## config.mk

```make
export PLATFORM = sky130hd
export DESIGN_NAME = vref_recip
export DESIGN_NICKNAME = d
export VERILOG_FILES = /design/src/design/vref_pkg.sv /design/src/design/vref_recip.sv
export SDC_FILE = /design/constraint.sdc
export NUM_CORES = 1
export LEC_CHECK = 0
export BUFFER_PORTS_ARGS = -buffer_cell sky130_fd_sc_hd__buf_4
export CAP_MARGIN = 20
export CELL_PAD_IN_SITES_DETAIL_PLACEMENT = 0
export CELL_PAD_IN_SITES_GLOBAL_PLACEMENT = 1
export CORE_MARGIN = 2
export CORE_UTILIZATION = 47
export CTS_CLUSTER_SIZE = 30
export DETAILED_ROUTE_END_ITERATION = 10
export HOLD_SLACK_MARGIN = 0.05
export MAX_ROUTING_LAYER = met4
export PLACE_DENSITY_LB_ADDON = 0.1
export SKIP_LAST_GASP = 1
export SLEW_MARGIN = 20
export SYNTH_ARGS = -nofsm -noshare
export SYNTH_HDL_FRONTEND = slang
export SYNTH_SLANG_ARGS = --single-unit
```

## constraint.sdc

```tcl
create_clock -name clock -period 6.3 [get_ports clock]
set_input_delay 0.63 -clock clock [delete_from_list [all_inputs] [get_ports clock]]
set_output_delay 0.63 -clock clock [all_outputs]
set_load 0.01 [all_outputs]
```

## src/design/vref_pkg.sv

```systemverilog
package vref_pkg;

   localparam int FRAC_BITS = 14;
   localparam int IOR_W = 15;
   localparam int ETA_W = FRAC_BITS + 13;
   localparam int DIV_STEPS = FRAC_BITS + 13;
   localparam int K_W = 62;
   localparam int ROOT_W = K_W / 2;
   localparam int OUT_W = 16;
   localparam int OUT_MAX = 1 << FRAC_BITS;

   typedef logic signed [15:0] in_vec_type;
   typedef logic signed [16:0] nrm_vec_type;

   // Values that ride alongside the arithmetic, including through the square root.
   typedef struct packed {
      logic                   tir;
      logic [31:0]            ec;
      logic [ETA_W-1:0]       eta;
      in_vec_type [2:0]       v;
      nrm_vec_type [2:0]      n;
   } side_type;

   // Round a signed value by FRAC_BITS, half away from zero.
   function automatic logic signed [63:0] rnd_shift(input logic signed [63:0] p);
      logic [63:0] m;
      logic [63:0] r;
      begin
         m = p[63] ? 64'(-p) : 64'(p);
         r = (m + 64'(1 << (FRAC_BITS - 1))) >> FRAC_BITS;
         return p[63] ? -$signed(r) : $signed(r);
      end
   endfunction

endpackage

```

## src/design/vref_recip.sv

```systemverilog
module vref_recip (
   input  logic                        clock,
   input  logic                        reset,
   input  logic                        start,
   input  logic [vref_pkg::IOR_W-1:0]  den,
   output logic                        busy,
   output logic [vref_pkg::ETA_W-1:0]  quotient
);

   localparam int CNT_W = $clog2(vref_pkg::DIV_STEPS + 1);

   logic [vref_pkg::IOR_W-1:0] den_eff;
   logic [vref_pkg::ETA_W-1:0] num_ff, num_in;
   logic [vref_pkg::IOR_W-1:0] rem_ff, rem_in;
   logic [vref_pkg::IOR_W:0]   rem_sh;
   logic [CNT_W-1:0]           cnt_ff, cnt_in;
   logic                       run_ff, run_in;

   // A zero index divides as if it were one LSB.
   assign den_eff = (den == '0) ? vref_pkg::IOR_W'(1) : den;
   assign rem_sh  = {rem_ff, num_ff[vref_pkg::ETA_W-1]};

   always_comb begin
      num_in = num_ff;
      rem_in = rem_ff;
      cnt_in = cnt_ff;
      run_in = run_ff;
      if (start) begin
         // The numerator carries half the divisor so the quotient rounds.
         num_in = vref_pkg::ETA_W'(1 << (vref_pkg::FRAC_BITS + 12))
                  + vref_pkg::ETA_W'(den_eff >> 1);
         rem_in = '0;
         cnt_in = CNT_W'(vref_pkg::DIV_STEPS);
         run_in = 1'b1;
      end else if (run_ff) begin
         if (rem_sh >= {1'b0, den_eff}) begin
            rem_in = vref_pkg::IOR_W'(rem_sh - {1'b0, den_eff});
            num_in = {num_ff[vref_pkg::ETA_W-2:0], 1'b1};
         end else begin
            rem_in = rem_sh[vref_pkg::IOR_W-1:0];
            num_in = {num_ff[vref_pkg::ETA_W-2:0], 1'b0};
         end
         cnt_in = cnt_ff - CNT_W'(1);
         run_in = (cnt_ff != CNT_W'(1));
      end
   end

   always_ff @(posedge clock) begin
      if (reset) begin
         run_ff <= 1'b0;
         cnt_ff <= '0;
      end else begin
         run_ff <= run_in;
         cnt_ff <= cnt_in;
      end
      num_ff <= num_in;
      rem_ff <= rem_in;
   end

   assign busy     = run_ff;
   assign quotient = num_ff;

endmodule

```

==> flow_metrics.tcl <==
set metrics [dict create \
    critPathRequiredTime_ps 6490 \
    rsz0062_at_grt "no" \
    synthCells 314 \
    h-tree-depth 2 \
    pin_count 46 \
    clkTransAtPathRegs_ps 100 \
    drt_wl_total_um 7548 \
    p_leak_nw 1.504 \
    synth-async-reset-ratio 0 \
    hold_violations 0 \
    grt_pass1_wl_um 12000 \
    synthFlopType "edfxtp_1" \
    worstPathArrival_ps 3340 \
    diodes 0 \
    die-area_mm2 0.007069 \
    ys_ff_latch 48 \
    crit_type "input pin to flop" \
    yosysUniqueCellTypes 57 \
    power_mw 0.8127 \
    fmax_mhz 318.1 \
    setup_violations 0 \
    start_util 0.4802 \
    port_buffers 45 \
    crit_fanout 11 \
    maxSlewViolCount 0 \
    hold_path_class "flop to flop" \
    min_from "rem_ff[14]" \
    final_area_mm2 0.003500 \
    placed_area_mm2 0.003385 \
    pre_cts_ws_ps 2860 \
    worstMarginPinSlew_ps 952.2 \
    ant_nets 0 \
    cp-start-kind "input pin" \
    synth.top_cells.by_area "edfxtp_1, dfxtp_1, ha_1" \
    antenna_found_initial 0 \
    fp-row-count 29 \
    core_area_mm2 0.006277 \
    drive_above_1_share 0.2210 \
    dp_hpwl_um 5484 \
    clkLatencyLatePin_ps 300 \
    fin_crit_sh 0.4990 \
    r2r_start "quotient[26]" \
    netlist.top_cell.by_area "edfxtp_1" \
    worstSetupEndpointType "flop" \
    final.setup.tns_ps 0 \
    clockBufferDepth 2 \
    worst_slack_ps 3156 \
    globalplace.congestion 0.8721 \
    vias 2494 \
    gr-total-overflow 0 \
    drt_first_pass_iters 4 \
    numClockSinks 48 \
    grt_max_degree 45 \
    synthesis.area_mm2 0.003014 \
    drc 0 \
    skew_ps 9.644 \
    nFillCells 601 \
    synth_nets 350 \
    numCtsBuffers 5 \
    syn_to_final_growth_pct 16.11 \
    post_cts_buffers 0 \
    cts-root-buf "clkbuf_8" \
    synth_top_area_share 0.2690 \
    synth_edf_count 27 \
    ctsResizeCount 0 \
    grt_pass1_vias 2329 \
    dieHeight_um 84.08 \
    drtIter0Drc 163 \
    syn_avg_cell_area_um2 9.599 \
    synth-seq-area-share 0.4085 \
    final_common_cell "buf_4" \
    final_cell_mix "buf_4, nor2_1, edfxtp_1" \
    fin_crit_ps 3144 \
    viasPerCell 5.800 \
    nets 388 \
    powerDensity_mw_per_mm2 232.2 \
    relSlewSlack 0.3613 \
    ir_drop_mv 0.2065 \
    hold_buffers 0 \
    maxCapViolCount 0 \
    grt_usage 0.2196 \
    crit_start "den[10]" \
    yosys_warnings 0 \
    fp.dieW_um 84.08 \
    cts_tree "done" \
    wl_per_cell_um 17.55 \
    status "complete, no violations" \
]
## critical path, cell delays in order
cell,delay (ps)
buf_4,120
nor4_1,490
a41o_1,250
ha_1,190
fa_1,230
nand2b_1,180
a21oi_4,80
o211ai_4,200
a21o_1,380
nand2_1,250
o311a_1,340
## where the power goes
| group | switching, mW | internal [mW] | total (mW) |
|---|---|---|---|
| clock network | 0.113 | 0.120 | 0.233 |
| registers | 0.0207 | 0.362 | 0.383 |
| logic | 0.107 | 0.0900 | 0.197 |
| total | 0.241 | 0.572 | 0.813 |
## cell usage after synthesis (all sizes together), types with 2 or more instances
cell,count
xnor2,6
o211ai,10
ha,17
mux2,14
and2,4
xor2,6
o21ai,10
a211oi,3
a21o,5
o2111ai,2
and3,4
o221ai,2
buf,3
o311a,3
edfxtp,27
a311o,2
or3,2
nand3,7
and4,2
a21oi,15
clkbuf,11
a41oi,2
nor2b,16
nand2b,3
or2,6
a41o,2
nand2,17
a31oi,3
nor4,5
a311oi,4
dfxtp,21
inv,21
o31ai,4
nor3,8
nor2,33
nand3b,2
## registers in the layout, summed over array words and instances (netlist names)
name      cells
quotient     27
rem_ff       15
cnt_ff        5
busy          1
## cell families (layout without fill, tap and decap cells)
| group | after synthesis | after routing | synth area share |
|---|---|---|---|
| compound gates | 74 | 74 | 0.1860 |
| xor+xnor | 12 | 12 | 0.03487 |
| fa+ha+maj | 18 | 18 | 0.07721 |
| buf+inv | 35 | 74 | 0.04732 |
| flops | 48 | 48 | 0.4085 |
| mux | 15 | 15 | 0.05562 |
| simple gates | 112 | 112 | 0.1905 |
## stage by stage
stage / std cells / hold slack [ps] / util
after floorplan: 314 / 425.8 / -
after global placement: 422 / 453.9 / 0.5392
after detailed placement: 422 / 448.6 / 0.5392
after CTS: 430 / 470.6 / 0.5575
after global routing: 430 / 498.5 / 0.5575
final: 430 / 465.4 / 0.5575
## final timing paths
path	end	slack [ps]	cells past startpoint
min reg2reg	rem_ff[14]	470	2
min	rem_ff[14]	470	2
max reg2reg	rem_ff[2]	3530	9
max	rem_ff[4]	3160	11
## per-layer routing
layer / part of all wire / vias up / GRT usage
met1: 0.47 / 1182 / 0.3079
met5: 0 / - / -
met4: 0.0070 / 0 / 0.03812
li1: - / 1238 / -
met2: 0.46 / 70 / 0.3391
met3: 0.059 / 4 / 0.03858
## cell type report
cell class,instances,area (µm²),share of cell area
clock inverters,3,46.29,0.01323
inverters,21,78.83,0.02252
multi-input cells,231,1640,0.4687
well taps,77,96.34,0.02753
flip-flops and latches,48,1231,0.3518
clock buffers,5,68.82,0.01966
repair buffers,45,337.8,0.09653
No activity file was read; power rests on OpenSTA's default activity.
